`config.mk`:
```
export PLATFORM = sky130hd
export DESIGN_NAME = i2c_master_register_access_flat
export DESIGN_NICKNAME = d
export VERILOG_FILES = /design/src/i2cm_pkg.sv /design/src/i2cm_if.sv /design/src/i2cm_in_stage.sv /design/src/i2cm_fsm.sv /design/src/i2cm_out_stage.sv /design/src/i2c_master_register_access.sv /design/src/flat_wrapper.sv
export SDC_FILE = /design/constraint.sdc
export NUM_CORES = 1
export LEC_CHECK = 0
export BUFFER_PORTS_ARGS = -buffer_cell sky130_fd_sc_hd__buf_2
export CORE_AREA = 2 2 126 128
export DETAILED_ROUTE_END_ITERATION = 16
export DIE_AREA = 0 0 128 130
export PLACE_DENSITY_LB_ADDON = 0.08
export SKIP_CTS_REPAIR_TIMING = 1
export SLEW_MARGIN = 20
export SYNTH_ARGS = -nofsm -noshare
export SYNTH_HDL_FRONTEND = slang
export SYNTH_SLANG_ARGS = --single-unit
```
`constraint.sdc`:
```
create_clock -name clk_i -period 4.9 [get_ports clk_i]
set_input_delay 0.49 -clock clk_i [delete_from_list [all_inputs] [get_ports clk_i]]
set_output_delay 0.49 -clock clk_i [all_outputs]
set_load 0.1 [all_outputs]
```
`src/i2cm_pkg.sv`:
```
// Package for the I2C register-access master.
// Types, codes and defaults shared by the interfaces, the pipeline stages and the top level.
// No dependencies.
package i2cm_pkg;

  localparam int unsigned MaxLengthDef    = 256;
  localparam int unsigned RecoverClocksDef = 9;
  localparam int unsigned LenW            = 9;
  localparam int unsigned PhW             = 26;

  typedef enum logic [1:0] {
    KIND_TICK = 2'd0,
    KIND_CMD  = 2'd1,
    KIND_DATA = 2'd2
  } kind_e;

  typedef enum logic [1:0] {
    OP_PROBE   = 2'd0,
    OP_WRITE   = 2'd1,
    OP_READ    = 2'd2,
    OP_RECOVER = 2'd3
  } op_e;

  typedef enum logic [1:0] {
    STS_OK       = 2'd0,
    STS_NACK     = 2'd1,
    STS_ZERO_LEN = 2'd2
  } status_e;

  typedef enum logic [1:0] {
    FR_ADDR_W = 2'd0,
    FR_REG    = 2'd1,
    FR_ADDR_R = 2'd2,
    FR_DATA   = 2'd3
  } frame_e;

  typedef enum logic [PhW-1:0] {
    PH_IDLE     = 26'h0000001,
    PH_ST_SDA_H = 26'h0000002,
    PH_ST_SCL_H = 26'h0000004,
    PH_ST_SDA_L = 26'h0000008,
    PH_ST_SCL_L = 26'h0000010,
    PH_WB_SDA   = 26'h0000020,
    PH_WB_SCL_H = 26'h0000040,
    PH_WB_SCL_L = 26'h0000080,
    PH_WA_SDA   = 26'h0000100,
    PH_WA_SCL_H = 26'h0000200,
    PH_WA_SCL_L = 26'h0000400,
    PH_WD_WAIT  = 26'h0000800,
    PH_RB_SDA   = 26'h0001000,
    PH_RB_SCL_H = 26'h0002000,
    PH_RB_SCL_L = 26'h0004000,
    PH_RA_SDA   = 26'h0008000,
    PH_RA_SCL_H = 26'h0010000,
    PH_RA_SCL_L = 26'h0020000,
    PH_RA_REL   = 26'h0040000,
    PH_RC_SCL_H = 26'h0080000,
    PH_RC_SDA_H = 26'h0100000,
    PH_RC_CLK_H = 26'h0200000,
    PH_RC_CLK_L = 26'h0400000,
    PH_SP_SDA_L = 26'h0800000,
    PH_SP_SCL_H = 26'h1000000,
    PH_SP_SDA_H = 26'h2000000
  } phase_e;

  // start, write-byte, write-ack and data-wait phases
  localparam logic [PhW-1:0] WrPhaseMask = 26'h0000FFE;

  typedef struct packed {
    logic [1:0]      kind;
    logic [1:0]      op;
    logic [6:0]      addr7;
    logic [7:0]      reg_req;
    logic [LenW-1:0] length;
    logic [7:0]      data_byte;
    logic            sda_in;
  } in_item_t;

  typedef struct packed {
    logic       scl_out;
    logic       sda_out;
    logic       busy_res;
    logic       want_data;
    logic       rd_valid;
    logic [7:0] rd_data;
    logic       done_res;
    logic [1:0] status;
  } out_item_t;

endpackage

```
`src/i2cm_if.sv`:
```
// Valid/ready channel interfaces for the command/tick input and the result output.
// Depends on i2cm_pkg.
interface i2cm_in_if;
  logic                          valid;
  logic                          ready;
  logic [1:0]                    kind;
  logic [1:0]                    op;
  logic [6:0]                    addr7;
  logic [7:0]                    reg_req;
  logic [i2cm_pkg::LenW-1:0]     length;
  logic [7:0]                    data_byte;
  logic                          sda_in;

  modport source (output valid, kind, op, addr7, reg_req, length, data_byte, sda_in,
                  input ready);
  modport sink (input valid, kind, op, addr7, reg_req, length, data_byte, sda_in,
                output ready);
endinterface

interface i2cm_out_if;
  logic       valid;
  logic       ready;
  logic       scl_out;
  logic       sda_out;
  logic       busy_res;
  logic       want_data;
  logic       rd_valid;
  logic [7:0] rd_data;
  logic       done_res;
  logic [1:0] status;

  modport source (output valid, scl_out, sda_out, busy_res, want_data, rd_valid, rd_data,
                  done_res, status, input ready);
  modport sink (input valid, scl_out, sda_out, busy_res, want_data, rd_valid, rd_data,
                done_res, status, output ready);
endinterface

```
`src/i2cm_in_stage.sv`:
```
// Input register: captures one transfer from the input channel.
// Depends on i2cm_pkg and i2cm_in_if.
module i2cm_in_stage (
  input  logic               clk_i,
  input  logic               rst_ni,
  i2cm_in_if.sink            in_i,
  input  logic               adv_i,
  output logic               valid_o,
  output i2cm_pkg::in_item_t item_o
);

  logic               valid_q, valid_d;
  i2cm_pkg::in_item_t item_q, item_d;
  logic               take;

  assign in_i.ready = !valid_q || adv_i;
  assign take       = in_i.valid && in_i.ready;

  always_comb begin
    valid_d = valid_q;
    item_d  = item_q;
    if (take) begin
      valid_d = 1'b1;
      item_d  = '{kind: in_i.kind, op: in_i.op, addr7: in_i.addr7, reg_req: in_i.reg_req,
                  length: in_i.length, data_byte: in_i.data_byte, sda_in: in_i.sda_in};
    end else if (adv_i) begin
      valid_d = 1'b0;
    end
  end

  always_ff @(posedge clk_i or negedge rst_ni) begin
    if (!rst_ni) begin
      valid_q <= 1'b0;
    end else begin
      valid_q <= valid_d;
    end
  end

  always_ff @(posedge clk_i) begin
    item_q <= item_d;
  end

  assign valid_o = valid_q;
  assign item_o  = item_q;

endmodule

```
`src/i2cm_fsm.sv`:
```
// Bus sequencer: applies one item per step to the I2C phase state and forms its result.
// Depends on i2cm_pkg.
module i2cm_fsm #(
  parameter int unsigned MAX_LENGTH     = i2cm_pkg::MaxLengthDef,
  parameter int unsigned RECOVER_CLOCKS = i2cm_pkg::RecoverClocksDef
) (
  input  logic                clk_i,
  input  logic                rst_ni,
  input  logic                step_i,
  input  i2cm_pkg::in_item_t  item_i,
  output i2cm_pkg::out_item_t res_o
);

  localparam int unsigned LenW = i2cm_pkg::LenW;
  localparam logic [16:0] MaxLenV  = 17'(MAX_LENGTH);
  localparam logic [LenW-1:0] RecClk = LenW'(RECOVER_CLOCKS);

  i2cm_pkg::phase_e  phase_q, phase_d;
  logic [3:0]        bit_cnt_q, bit_cnt_d;
  logic [7:0]        shift_q, shift_d;
  logic [LenW-1:0]   byte_cnt_q, byte_cnt_d;
  i2cm_pkg::op_e     cmd_op_q, cmd_op_d;
  logic [6:0]        cmd_addr_q, cmd_addr_d;
  logic [7:0]        cmd_reg_q, cmd_reg_d;
  logic [LenW-1:0]   cmd_len_q, cmd_len_d;
  logic [7:0]        hold_q, hold_d;
  logic              hold_full_q, hold_full_d;
  logic              scl_q, scl_d;
  logic              sda_q, sda_d;
  i2cm_pkg::frame_e  frame_q, frame_d;
  i2cm_pkg::status_e pend_q, pend_d;
  logic              nack_q, nack_d;

  logic              rd_valid;
  logic [7:0]        rd_data;
  logic              done;
  logic [1:0]        status;
  logic [LenW-1:0]   len_sat;
  logic [3:0]        bit_inc;
  logic [7:0]        shift_in;
  logic [LenW-1:0]   byte_inc;
  logic              want;

  assign len_sat  = ({8'b0, item_i.length} > MaxLenV) ? MaxLenV[LenW-1:0] : item_i.length;
  assign bit_inc  = bit_cnt_q + 4'd1;
  assign shift_in = {shift_q[6:0], item_i.sda_in};
  assign byte_inc = byte_cnt_q + LenW'(1);

  always_comb begin
    phase_d     = phase_q;
    bit_cnt_d   = bit_cnt_q;
    shift_d     = shift_q;
    byte_cnt_d  = byte_cnt_q;
    cmd_op_d    = cmd_op_q;
    cmd_addr_d  = cmd_addr_q;
    cmd_reg_d   = cmd_reg_q;
    cmd_len_d   = cmd_len_q;
    hold_d      = hold_q;
    hold_full_d = hold_full_q;
    scl_d       = scl_q;
    sda_d       = sda_q;
    frame_d     = frame_q;
    pend_d      = pend_q;
    nack_d      = nack_q;
    rd_valid    = 1'b0;
    rd_data     = 8'd0;
    done        = 1'b0;
    status      = i2cm_pkg::STS_OK;

    case (item_i.kind)
      i2cm_pkg::KIND_CMD: begin
        if (phase_q == i2cm_pkg::PH_IDLE) begin
          cmd_op_d    = i2cm_pkg::op_e'(item_i.op);
          cmd_addr_d  = item_i.addr7;
          cmd_reg_d   = item_i.reg_req;
          cmd_len_d   = len_sat;
          hold_full_d = 1'b0;
          byte_cnt_d  = '0;
          bit_cnt_d   = 4'd0;
          frame_d     = i2cm_pkg::FR_ADDR_W;
          pend_d      = i2cm_pkg::STS_OK;
          if (item_i.op == i2cm_pkg::OP_RECOVER) begin
            phase_d = i2cm_pkg::PH_RC_SCL_H;
          end else if (item_i.op == i2cm_pkg::OP_READ && len_sat == '0) begin
            done   = 1'b1;
            status = i2cm_pkg::STS_ZERO_LEN;
          end else begin
            phase_d = i2cm_pkg::PH_ST_SDA_H;
          end
        end
      end
      i2cm_pkg::KIND_DATA: begin
        hold_d      = item_i.data_byte;
        hold_full_d = 1'b1;
      end
      i2cm_pkg::KIND_TICK: begin
        unique case (phase_q)
          i2cm_pkg::PH_ST_SDA_H: begin
            sda_d = 1'b1; phase_d = i2cm_pkg::PH_ST_SCL_H;
          end
          i2cm_pkg::PH_ST_SCL_H: begin
            scl_d = 1'b1; phase_d = i2cm_pkg::PH_ST_SDA_L;
          end
          i2cm_pkg::PH_ST_SDA_L: begin
            sda_d = 1'b0; phase_d = i2cm_pkg::PH_ST_SCL_L;
          end
          i2cm_pkg::PH_ST_SCL_L: begin
            scl_d = 1'b0;
            if (cmd_op_q == i2cm_pkg::OP_WRITE && cmd_len_q == '0) begin
              pend_d  = i2cm_pkg::STS_ZERO_LEN;
              phase_d = i2cm_pkg::PH_SP_SDA_L;
            end else begin
              case (frame_q)
                i2cm_pkg::FR_REG:    shift_d = cmd_reg_q;
                i2cm_pkg::FR_ADDR_R: shift_d = {cmd_addr_q, 1'b1};
                default:             shift_d = {cmd_addr_q, 1'b0};
              endcase
              bit_cnt_d = 4'd0;
              phase_d   = i2cm_pkg::PH_WB_SDA;
            end
          end
          i2cm_pkg::PH_WB_SDA: begin
            sda_d = shift_q[7]; phase_d = i2cm_pkg::PH_WB_SCL_H;
          end
          i2cm_pkg::PH_WB_SCL_H: begin
            scl_d = 1'b1; phase_d = i2cm_pkg::PH_WB_SCL_L;
          end
          i2cm_pkg::PH_WB_SCL_L: begin
            scl_d     = 1'b0;
            shift_d   = {shift_q[6:0], 1'b0};
            bit_cnt_d = bit_inc;
            phase_d   = (bit_inc >= 4'd8) ? i2cm_pkg::PH_WA_SDA : i2cm_pkg::PH_WB_SDA;
          end
          i2cm_pkg::PH_WA_SDA: begin
            sda_d = 1'b1; phase_d = i2cm_pkg::PH_WA_SCL_H;
          end
          i2cm_pkg::PH_WA_SCL_H: begin
            scl_d   = 1'b1;
            nack_d  = item_i.sda_in;
            phase_d = i2cm_pkg::PH_WA_SCL_L;
          end
          i2cm_pkg::PH_WA_SCL_L: begin
            scl_d = 1'b0;
            if (nack_q) begin
              pend_d  = i2cm_pkg::STS_NACK;
              phase_d = i2cm_pkg::PH_SP_SDA_L;
            end else if (cmd_op_q == i2cm_pkg::OP_PROBE) begin
              pend_d  = i2cm_pkg::STS_OK;
              phase_d = i2cm_pkg::PH_SP_SDA_L;
            end else if (frame_q == i2cm_pkg::FR_ADDR_W) begin
              frame_d   = i2cm_pkg::FR_REG;
              shift_d   = cmd_reg_q;
              bit_cnt_d = 4'd0;
              phase_d   = i2cm_pkg::PH_WB_SDA;
            end else if (frame_q == i2cm_pkg::FR_REG && cmd_op_q == i2cm_pkg::OP_READ) begin
              frame_d = i2cm_pkg::FR_ADDR_R;
              phase_d = i2cm_pkg::PH_ST_SDA_H;
            end else if (frame_q == i2cm_pkg::FR_ADDR_R) begin
              phase_d = i2cm_pkg::PH_RB_SDA;
            end else begin
              frame_d = i2cm_pkg::FR_DATA;
              if (byte_cnt_q >= cmd_len_q) begin
                pend_d  = i2cm_pkg::STS_OK;
                phase_d = i2cm_pkg::PH_SP_SDA_L;
              end else begin
                phase_d = i2cm_pkg::PH_WD_WAIT;
              end
            end
          end
          i2cm_pkg::PH_WD_WAIT: begin
            if (hold_full_q) begin
              hold_full_d = 1'b0;
              byte_cnt_d  = byte_inc;
              shift_d     = hold_q;
              bit_cnt_d   = 4'd0;
              sda_d       = hold_q[7];
              phase_d     = i2cm_pkg::PH_WB_SCL_H;
            end
          end
          i2cm_pkg::PH_RB_SDA: begin
            sda_d     = 1'b1;
            bit_cnt_d = 4'd0;
            shift_d   = 8'd0;
            phase_d   = i2cm_pkg::PH_RB_SCL_H;
          end
          i2cm_pkg::PH_RB_SCL_H: begin
            scl_d     = 1'b1;
            shift_d   = shift_in;
            bit_cnt_d = bit_inc;
            if (bit_inc >= 4'd8) begin
              rd_valid = 1'b1;
              rd_data  = shift_in;
            end
            phase_d = i2cm_pkg::PH_RB_SCL_L;
          end
          i2cm_pkg::PH_RB_SCL_L: begin
            scl_d   = 1'b0;
            phase_d = (bit_cnt_q >= 4'd8) ? i2cm_pkg::PH_RA_SDA : i2cm_pkg::PH_RB_SCL_H;
          end
          i2cm_pkg::PH_RA_SDA: begin
            // ACK all but the last byte
            sda_d   = ({1'b0, byte_cnt_q} + (LenW+1)'(1) < {1'b0, cmd_len_q}) ? 1'b0 : 1'b1;
            phase_d = i2cm_pkg::PH_RA_SCL_H;
          end
          i2cm_pkg::PH_RA_SCL_H: begin
            scl_d = 1'b1; phase_d = i2cm_pkg::PH_RA_SCL_L;
          end
          i2cm_pkg::PH_RA_SCL_L: begin
            scl_d = 1'b0; phase_d = i2cm_pkg::PH_RA_REL;
          end
          i2cm_pkg::PH_RA_REL: begin
            sda_d      = 1'b1;
            byte_cnt_d = byte_inc;
            if (byte_inc < cmd_len_q) begin
              phase_d = i2cm_pkg::PH_RB_SDA;
            end else begin
              pend_d  = i2cm_pkg::STS_OK;
              phase_d = i2cm_pkg::PH_SP_SDA_L;
            end
          end
          i2cm_pkg::PH_RC_SCL_H: begin
            scl_d = 1'b1; phase_d = i2cm_pkg::PH_RC_SDA_H;
          end
          i2cm_pkg::PH_RC_SDA_H: begin
            sda_d      = 1'b1;
            byte_cnt_d = '0;
            phase_d    = i2cm_pkg::PH_RC_CLK_H;
          end
          i2cm_pkg::PH_RC_CLK_H: begin
            scl_d = 1'b1; phase_d = i2cm_pkg::PH_RC_CLK_L;
          end
          i2cm_pkg::PH_RC_CLK_L: begin
            scl_d      = 1'b0;
            byte_cnt_d = byte_inc;
            if (byte_inc >= RecClk) begin
              pend_d  = i2cm_pkg::STS_OK;
              phase_d = i2cm_pkg::PH_SP_SDA_L;
            end else begin
              phase_d = i2cm_pkg::PH_RC_CLK_H;
            end
          end
          i2cm_pkg::PH_SP_SDA_L: begin
            sda_d = 1'b0; phase_d = i2cm_pkg::PH_SP_SCL_H;
          end
          i2cm_pkg::PH_SP_SCL_H: begin
            scl_d = 1'b1; phase_d = i2cm_pkg::PH_SP_SDA_H;
          end
          i2cm_pkg::PH_SP_SDA_H: begin
            sda_d   = 1'b1;
            done    = 1'b1;
            status  = pend_q;
            phase_d = i2cm_pkg::PH_IDLE;
          end
          default: begin
            phase_d = i2cm_pkg::PH_IDLE;
          end
        endcase
      end
      default: ;
    endcase
  end

  assign want = ((phase_d & i2cm_pkg::WrPhaseMask) != '0) &&
                cmd_op_d == i2cm_pkg::OP_WRITE && !hold_full_d && byte_cnt_d < cmd_len_d;

  assign res_o = '{scl_out: scl_d, sda_out: sda_d, busy_res: phase_d != i2cm_pkg::PH_IDLE,
                   want_data: want, rd_valid: rd_valid, rd_data: rd_data, done_res: done,
                   status: status};

  always_ff @(posedge clk_i or negedge rst_ni) begin
    if (!rst_ni) begin
      phase_q     <= i2cm_pkg::PH_IDLE;
      bit_cnt_q   <= 4'd0;
      shift_q     <= 8'd0;
      byte_cnt_q  <= '0;
      cmd_op_q    <= i2cm_pkg::OP_PROBE;
      cmd_addr_q  <= 7'd0;
      cmd_reg_q   <= 8'd0;
      cmd_len_q   <= '0;
      hold_q      <= 8'd0;
      hold_full_q <= 1'b0;
      scl_q       <= 1'b1;
      sda_q       <= 1'b1;
      frame_q     <= i2cm_pkg::FR_ADDR_W;
      pend_q      <= i2cm_pkg::STS_OK;
      nack_q      <= 1'b0;
    end else if (step_i) begin
      phase_q     <= phase_d;
      bit_cnt_q   <= bit_cnt_d;
      shift_q     <= shift_d;
      byte_cnt_q  <= byte_cnt_d;
      cmd_op_q    <= cmd_op_d;
      cmd_addr_q  <= cmd_addr_d;
      cmd_reg_q   <= cmd_reg_d;
      cmd_len_q   <= cmd_len_d;
      hold_q      <= hold_d;
      hold_full_q <= hold_full_d;
      scl_q       <= scl_d;
      sda_q       <= sda_d;
      frame_q     <= frame_d;
      pend_q      <= pend_d;
      nack_q      <= nack_d;
    end
  end

  // SCL stays low while a write byte is outstanding
  a_wait_scl_low: assert property (@(posedge clk_i) disable iff (!rst_ni)
    phase_q == i2cm_pkg::PH_WD_WAIT |-> !scl_q)
    else $error("SCL released while waiting for write data");

  a_done_idle: assert property (@(posedge clk_i) disable iff (!rst_ni)
    step_i && res_o.done_res |=> phase_q == i2cm_pkg::PH_IDLE)
    else $error("operation finished but sequencer not idle");

  a_idle_tick: assert property (@(posedge clk_i) disable iff (!rst_ni)
    step_i && phase_q == i2cm_pkg::PH_IDLE && item_i.kind == i2cm_pkg::KIND_TICK
    |=> phase_q == i2cm_pkg::PH_IDLE && $stable(scl_q) && $stable(sda_q))
    else $error("idle tick changed bus state");

  a_bit_range: assert property (@(posedge clk_i) disable iff (!rst_ni)
    bit_cnt_q <= 4'd8)
    else $error("bit counter past one byte");

  a_read_ack_window: assert property (@(posedge clk_i) disable iff (!rst_ni)
    step_i && res_o.rd_valid |=> phase_q == i2cm_pkg::PH_RB_SCL_L && bit_cnt_q == 4'd8)
    else $error("read byte reported outside the eighth bit");

endmodule

```
`src/i2cm_out_stage.sv`:
```
// Result register: holds one result until the output channel takes it.
// Depends on i2cm_pkg and i2cm_out_if.
module i2cm_out_stage (
  input  logic                clk_i,
  input  logic                rst_ni,
  input  logic                load_i,
  input  i2cm_pkg::out_item_t res_i,
  output logic                adv_o,
  i2cm_out_if.source          out_o
);

  logic                valid_q, valid_d;
  i2cm_pkg::out_item_t res_q;

  assign adv_o = !valid_q || out_o.ready;

  always_comb begin
    valid_d = valid_q;
    if (load_i) begin
      valid_d = 1'b1;
    end else if (out_o.ready) begin
      valid_d = 1'b0;
    end
  end

  always_ff @(posedge clk_i or negedge rst_ni) begin
    if (!rst_ni) begin
      valid_q <= 1'b0;
    end else begin
      valid_q <= valid_d;
    end
  end

  always_ff @(posedge clk_i) begin
    if (load_i) begin
      res_q <= res_i;
    end
  end

  assign out_o.valid     = valid_q;
  assign out_o.scl_out   = res_q.scl_out;
  assign out_o.sda_out   = res_q.sda_out;
  assign out_o.busy_res  = res_q.busy_res;
  assign out_o.want_data = res_q.want_data;
  assign out_o.rd_valid  = res_q.rd_valid;
  assign out_o.rd_data   = res_q.rd_data;
  assign out_o.done_res  = res_q.done_res;
  assign out_o.status    = res_q.status;

endmodule

```
`src/i2c_master_register_access.sv`:
```
// Top level of the I2C register-access master: input register, bus sequencer, result register.
// Depends on i2cm_pkg, i2cm_if, i2cm_in_stage, i2cm_fsm and i2cm_out_stage.
//
// Each transfer on in_i is a command, a write data byte or a tick that carries the sampled SDA
// level; each gives exactly one transfer on out_o with the open-drain SCL/SDA drive and status.
// A tick moves the bus by one line change, so the caller paces the I2C bit rate by the tick
// rate. The block takes one transfer per clock while out_o does not stall: it passes through
// an input register and the sequencer logic into a result register, and a new item is
// accepted in the same cycle that a waiting result is taken. Lengths above MAX_LENGTH
// are clipped to it; bus recovery gives RECOVER_CLOCKS clock pulses before the stop.
module i2c_master_register_access #(
  parameter int unsigned MAX_LENGTH     = i2cm_pkg::MaxLengthDef,
  parameter int unsigned RECOVER_CLOCKS = i2cm_pkg::RecoverClocksDef
) (
  input  logic       clk_i,
  input  logic       rst_ni,
  i2cm_in_if.sink    in_i,
  i2cm_out_if.source out_o
);

  logic                item_valid;
  logic                adv;
  logic                step;
  i2cm_pkg::in_item_t  item;
  i2cm_pkg::out_item_t res;

  assign step = item_valid && adv;

  i2cm_in_stage u_in_stage (
    .clk_i   (clk_i),
    .rst_ni  (rst_ni),
    .in_i    (in_i),
    .adv_i   (adv),
    .valid_o (item_valid),
    .item_o  (item)
  );

  i2cm_fsm #(
    .MAX_LENGTH     (MAX_LENGTH),
    .RECOVER_CLOCKS (RECOVER_CLOCKS)
  ) u_fsm (
    .clk_i  (clk_i),
    .rst_ni (rst_ni),
    .step_i (step),
    .item_i (item),
    .res_o  (res)
  );

  i2cm_out_stage u_out_stage (
    .clk_i  (clk_i),
    .rst_ni (rst_ni),
    .load_i (step),
    .res_i  (res),
    .adv_o  (adv),
    .out_o  (out_o)
  );

endmodule

```
`src/flat_wrapper.sv`:
```
// flat-port wrapper written by rule: the top's interface ports become plain ports
module i2c_master_register_access_flat 
#(
  parameter int unsigned MAX_LENGTH     = i2cm_pkg::MaxLengthDef,
  parameter int unsigned RECOVER_CLOCKS = i2cm_pkg::RecoverClocksDef
)
  (clk_i, rst_ni, in_i_valid, in_i_kind, in_i_op, in_i_addr7, in_i_reg_req, in_i_length, in_i_data_byte, in_i_sda_in, in_i_ready, out_o_valid, out_o_scl_out, out_o_sda_out, out_o_busy_res, out_o_want_data, out_o_rd_valid, out_o_rd_data, out_o_done_res, out_o_status, out_o_ready);
  i2cm_in_if in_i_i ();
  i2cm_out_if out_o_i ();
  input  logic clk_i;
  input  logic rst_ni;
  input wire logic [$bits(in_i_i.valid)-1:0] in_i_valid;
  input wire logic [$bits(in_i_i.kind)-1:0] in_i_kind;
  input wire logic [$bits(in_i_i.op)-1:0] in_i_op;
  input wire logic [$bits(in_i_i.addr7)-1:0] in_i_addr7;
  input wire logic [$bits(in_i_i.reg_req)-1:0] in_i_reg_req;
  input wire logic [$bits(in_i_i.length)-1:0] in_i_length;
  input wire logic [$bits(in_i_i.data_byte)-1:0] in_i_data_byte;
  input wire logic [$bits(in_i_i.sda_in)-1:0] in_i_sda_in;
  output wire logic [$bits(in_i_i.ready)-1:0] in_i_ready;
  output wire logic [$bits(out_o_i.valid)-1:0] out_o_valid;
  output wire logic [$bits(out_o_i.scl_out)-1:0] out_o_scl_out;
  output wire logic [$bits(out_o_i.sda_out)-1:0] out_o_sda_out;
  output wire logic [$bits(out_o_i.busy_res)-1:0] out_o_busy_res;
  output wire logic [$bits(out_o_i.want_data)-1:0] out_o_want_data;
  output wire logic [$bits(out_o_i.rd_valid)-1:0] out_o_rd_valid;
  output wire logic [$bits(out_o_i.rd_data)-1:0] out_o_rd_data;
  output wire logic [$bits(out_o_i.done_res)-1:0] out_o_done_res;
  output wire logic [$bits(out_o_i.status)-1:0] out_o_status;
  input wire logic [$bits(out_o_i.ready)-1:0] out_o_ready;
  assign in_i_i.valid = in_i_valid;
  assign in_i_i.kind = in_i_kind;
  assign in_i_i.op = in_i_op;
  assign in_i_i.addr7 = in_i_addr7;
  assign in_i_i.reg_req = in_i_reg_req;
  assign in_i_i.length = in_i_length;
  assign in_i_i.data_byte = in_i_data_byte;
  assign in_i_i.sda_in = in_i_sda_in;
  assign in_i_ready = in_i_i.ready;
  assign out_o_valid = out_o_i.valid;
  assign out_o_scl_out = out_o_i.scl_out;
  assign out_o_sda_out = out_o_i.sda_out;
  assign out_o_busy_res = out_o_i.busy_res;
  assign out_o_want_data = out_o_i.want_data;
  assign out_o_rd_valid = out_o_i.rd_valid;
  assign out_o_rd_data = out_o_i.rd_data;
  assign out_o_done_res = out_o_i.done_res;
  assign out_o_status = out_o_i.status;
  assign out_o_i.ready = out_o_ready;
  i2c_master_register_access #(.MAX_LENGTH(MAX_LENGTH), .RECOVER_CLOCKS(RECOVER_CLOCKS)) u_core (.clk_i(clk_i), .rst_ni(rst_ni), .in_i(in_i_i), .out_o(out_o_i));
endmodule
```
==> metrics.csv <==
stage,metric,value,unit
status,status,"complete, no violations",
pwr,Clk pwr share,31.4,%
final_layout,synthesis-to-layout area growth,13.8,%
grt,GR Layer Usage met2,53.4,%
floorplanning,core area,15400,µm²
worst_setup_path,crit path DAT,4.87,ns
sta,Slew headroom,23.7,%
grt,grt ovf,0,
worst_setup_path,Startpoint Class,flop,
logic_synthesis,"Cell Area, Synth",8260,µm²
floorplanning,IO Pins,59,
floorplanning,die area,16600,µm²
route,drt pass-1 iters,5,
route,DR vias,7445,
final_layout,design area,9400,µm²
min_path,HP Class,primary input to async pin,
pwr,sequential share of power,40.8,%
sta,Fin. Hold Viols,0,
place,IO Port Bufs,58,
sta,RSZ-0062 raised after global routing,no,
clocking,clock latency on the worst-skew pair,0.43,ns
logic_synthesis,post-synthesis mux area share,3.18,%
route,drt wl/cell,23.7,µm
grt,first-pass GRT wire length,40.5,mm
logic_synthesis,synth warn,0,
grt,largest net degree at the start of global routing,62,
logic_synthesis,Synth Area in Compound Gates,15.0,%
pwr,switching share of power,37.7,%
logic_synthesis,Synth Area in XOR/XNOR,0.742,%
sta,clock skew,0.0105,ns
floorplanning,Rows,46,
sta,Achievable Freq,217,MHz
sta,Setup-failing EPs final,0,
logic_synthesis,#FFs+latches synth,144,
clocking,clock transition at the registers of the reported paths,0.07,ns
logic_synthesis,top_reg_cell synth,dfrtp_1,
worst_setup_path,Setup CP Type,flop to flop,
place,HPWL Detailed,19.7,mm
grt,GRT Total Usage,32.4,%
logic_synthesis,share of the synthesized area in the top cell type,26.6,%
place,global placer's final weighted congestion,0.987,
logic_synthesis,Synth cell types,73,
route,DRC,0,
route,DR vias/cell,6.63,
logic_synthesis,syn_nets,927,
logic_synthesis,share of flip-flops with an asynchronous set or reset,63.2,%
clocking,CTS max path bufs,2,
grt,most used routing layer,met2,
grt,initial antenna violation count,0,
sta,Tmin final,4.60,ns
pwr,PD cells,427,nW/µm²
pwr,Comb pwr share,27.8,%
logic_synthesis,Post-synth EDFFs,53,
clocking,H-tree depth,4,
floorplanning,Die Y,130,µm
grt,number of global-route vias before repair,7148,
floorplanning,Die W,128,µm
route,remaining antenna violation count after routing,0,
clocking,CTS tree,yes,
sta,final worst path period share,93.9,%
pwr,VDD IR max,0.328,mV
run,max_cap viols,0,
grt,GR Layer Usage met3,5.86,%
worst_setup_path,Crit path required time,5.17,ns
logic_synthesis,largest family of logic cells by synthesized area,simple AND/OR/NAND/NOR gates,
pwr,Cell Int Power,2500,µW
pwr,leakage power,0.00409,µW
logic_synthesis,post-synthesis average cell area,9.69,µm²
worst_setup_path,Critical Path End Type,flop,
worst_setup_path,"critical path fanouts, max",8,
final_layout,layout cells sized above 1,17.6,%
logic_synthesis,simple-gate share of the synthesized area,25.5,%
sta,WHS,0.171,ns
clocking,Num CTS Buffers,17,
route,initial DRC count,874,
final_layout,ant diodes,0,
final_layout,layout net count,992,
sta,Least-Margin Pin Slew,1.13,ns
clocking,CTS Sinks,144,
sta,setup_tns,0,ns
final_layout,fillers,1315,
final_layout,fin util,61.0,%
logic_synthesis,synthesized instance count,853,
place,Area after DPL,8830,µm²
clocking,Clock Tree Root,clkbuf_16,
logic_synthesis,sequential area share after synthesis,46.9,%
final_layout,FF/Latch Area,3870,µm²
logic_synthesis,Post-Synth Adder-Cell Area,5.00,%
final_layout,multi-input logic area,4090,µm²
sta,Max Slew Vio Count,0,
grt,met1 global-route usage,43.1,%
floorplanning,Initial Utilization,53.6,%
logic_synthesis,Area contributors post-synth,"dfrtp_1 27%, edfxtp_1 19%, nand2_1 5.5%",
pwr,Total Power,4020,µW
logic_synthesis,Synth area leader,dfrtp_1,
pwr,Net Switching,1510,µW
route,Post-Route WL,26.6,mm
critical path: stages, from the launching register on:
cell and delay [ns]:
dfrtp_1 0.46, nor4_2 0.63, nand2_1 0.34, or4_1 0.55
a41oi_2 0.32, o21bai_1 0.23, o21ai_0 0.23, o31ai_1 0.11
ha_1 0.36, a21o_1 0.16, a21o_1 0.17, a21o_1 0.18
a21o_1 0.17, a211oi_1 0.23, o21ai_1 0.11, a211oi_2 0.20
per-layer routing:
layer | routed length, µm | share of wire [%]
met2 | 12500 | 47
met1 | 11200 | 42
met4 | 996 | 3.7
met5 | 0 | 0
met3 | 1840 | 6.9
power groups by stage:
stage	Clock (µW)	Combinational, µW	Sequential, µW
after floorplan	0	678	1660
after detailed placement	0	1090	1650
after global placement	0	1080	1640
after global routing	1320	1220	1660
final	1260	1120	1640
after CTS	1270	1100	1630
synth_stat cells, types with 10 or more instances:
| library cell | n |
|---|---|
| mux2_2 | 10 |
| nor4_1 | 31 |
| and2_1 | 13 |
| clkbuf_1 | 30 |
| inv_1 | 31 |
| or3_1 | 11 |
| nand2_1 | 122 |
| nand3b_1 | 10 |
| a21o_1 | 11 |
| a21oi_1 | 34 |
| nor3_1 | 36 |
| nor3b_1 | 11 |
| nand4_1 | 21 |
| nand3_1 | 25 |
| edfxtp_1 | 53 |
| a22o_1 | 10 |
| o21ai_0 | 54 |
| ha_1 | 33 |
| or4_1 | 10 |
| nor2_1 | 40 |
| nand2b_1 | 13 |
| o21ai_1 | 13 |
| dfrtp_1 | 88 |
stage by stage:
stage | setup WS [ns] | cells
floorplan | 0.793 | 853
global placement | 0.552 | 1091
CTS | 0.323 | 1123
finish | 0.297 | 1123
global route | 0.0318 | 1123
detailed placement | 0.328 | 1091
worst paths after layout:
| kind | start | endpoint | slack [ns] | cells after the start |
|---|---|---|---|---|
| max | u_core.u_fsm.phase_q[19]$_DFFE_PN0P_ | u_core.u_out_stage.out_o.want_data$_DFFE_PP_ | 0.30 | 15 |
| min | rst_ni | u_core.u_fsm.phase_q[7]$_DFFE_PN0P_ | 0.17 | 1 |
| max reg2reg | u_core.u_fsm.phase_q[19]$_DFFE_PN0P_ | u_core.u_out_stage.out_o.want_data$_DFFE_PP_ | 0.30 | 15 |
| min reg2reg | u_core.u_in_stage.item_o[30]$_DFFE_PP_ | u_core.u_fsm.cmd_addr_q[4]$_DFFE_PN0P_ | 0.45 | 2 |
| max in group asynchronous | rst_ni | u_core.u_fsm.phase_q[0]$_DFFE_PN1P_ | 3.72 | 2 |
| min in group clk_i | in_i_reg_req[0] | u_core.u_in_stage.item_o[18]$_DFFE_PP_ | 0.23 | 1 |
layout by cell type (no fill, tap or decap), drive strengths merged, types with 11 or more instances in the layout:
| cell | instances |
|---|---|
| inv | 38 |
| buf | 87 |
| ha | 33 |
| mux2 | 18 |
| nand2b | 14 |
| nor3 | 36 |
| and2 | 13 |
| nor3b | 11 |
| nor2 | 41 |
| a21oi | 34 |
| nand2 | 122 |
| or3 | 11 |
| nand4 | 21 |
| dfrtp | 88 |
| nand3 | 25 |
| edfxtp | 53 |
| or4 | 11 |
| clkbuf | 18 |
| o21ai | 67 |
| a21o | 11 |
| nor4 | 38 |
state kept, by name (all words and copies together), names as in the netlist, 4 cells and up:
signal	cells
u_core.u_fsm.cmd_len_q	9
u_core.u_fsm.cmd_addr_q	7
u_core.u_in_stage.item_o	37
u_core.u_fsm.cmd_reg_q	8
u_core.u_out_stage.out_o.rd_data	8
u_core.u_fsm.hold_q	8
u_core.u_fsm.byte_cnt_q	9
u_core.u_fsm.phase_q	26
u_core.u_fsm.bit_cnt_q	4
u_core.u_fsm.shift_q	8
cells by family (layout without fill, tap and decap cells):
family                   Yosys count  count (layout)
AND/OR/NAND/NOR                  387             387
AO/OA/AOI/OAI                    189             189
flip-flops                       144             144
buffers and inverters             72             150
adder cells (fa/ha/maj)           33              33
multiplexers                      21              21
XOR/XNOR                           7               7
layout make-up:
type	instances	area share, %
Inverter	31	1.24
Tap cell	192	2.55
Clock buffer	18	4.56
Multi-Input combinational cell	637	43.5
Sequential cell	144	41.2
Clock inverter	14	1.57
Timing Repair Buffer	87	5.43
(Power assumes the default switching activity.)
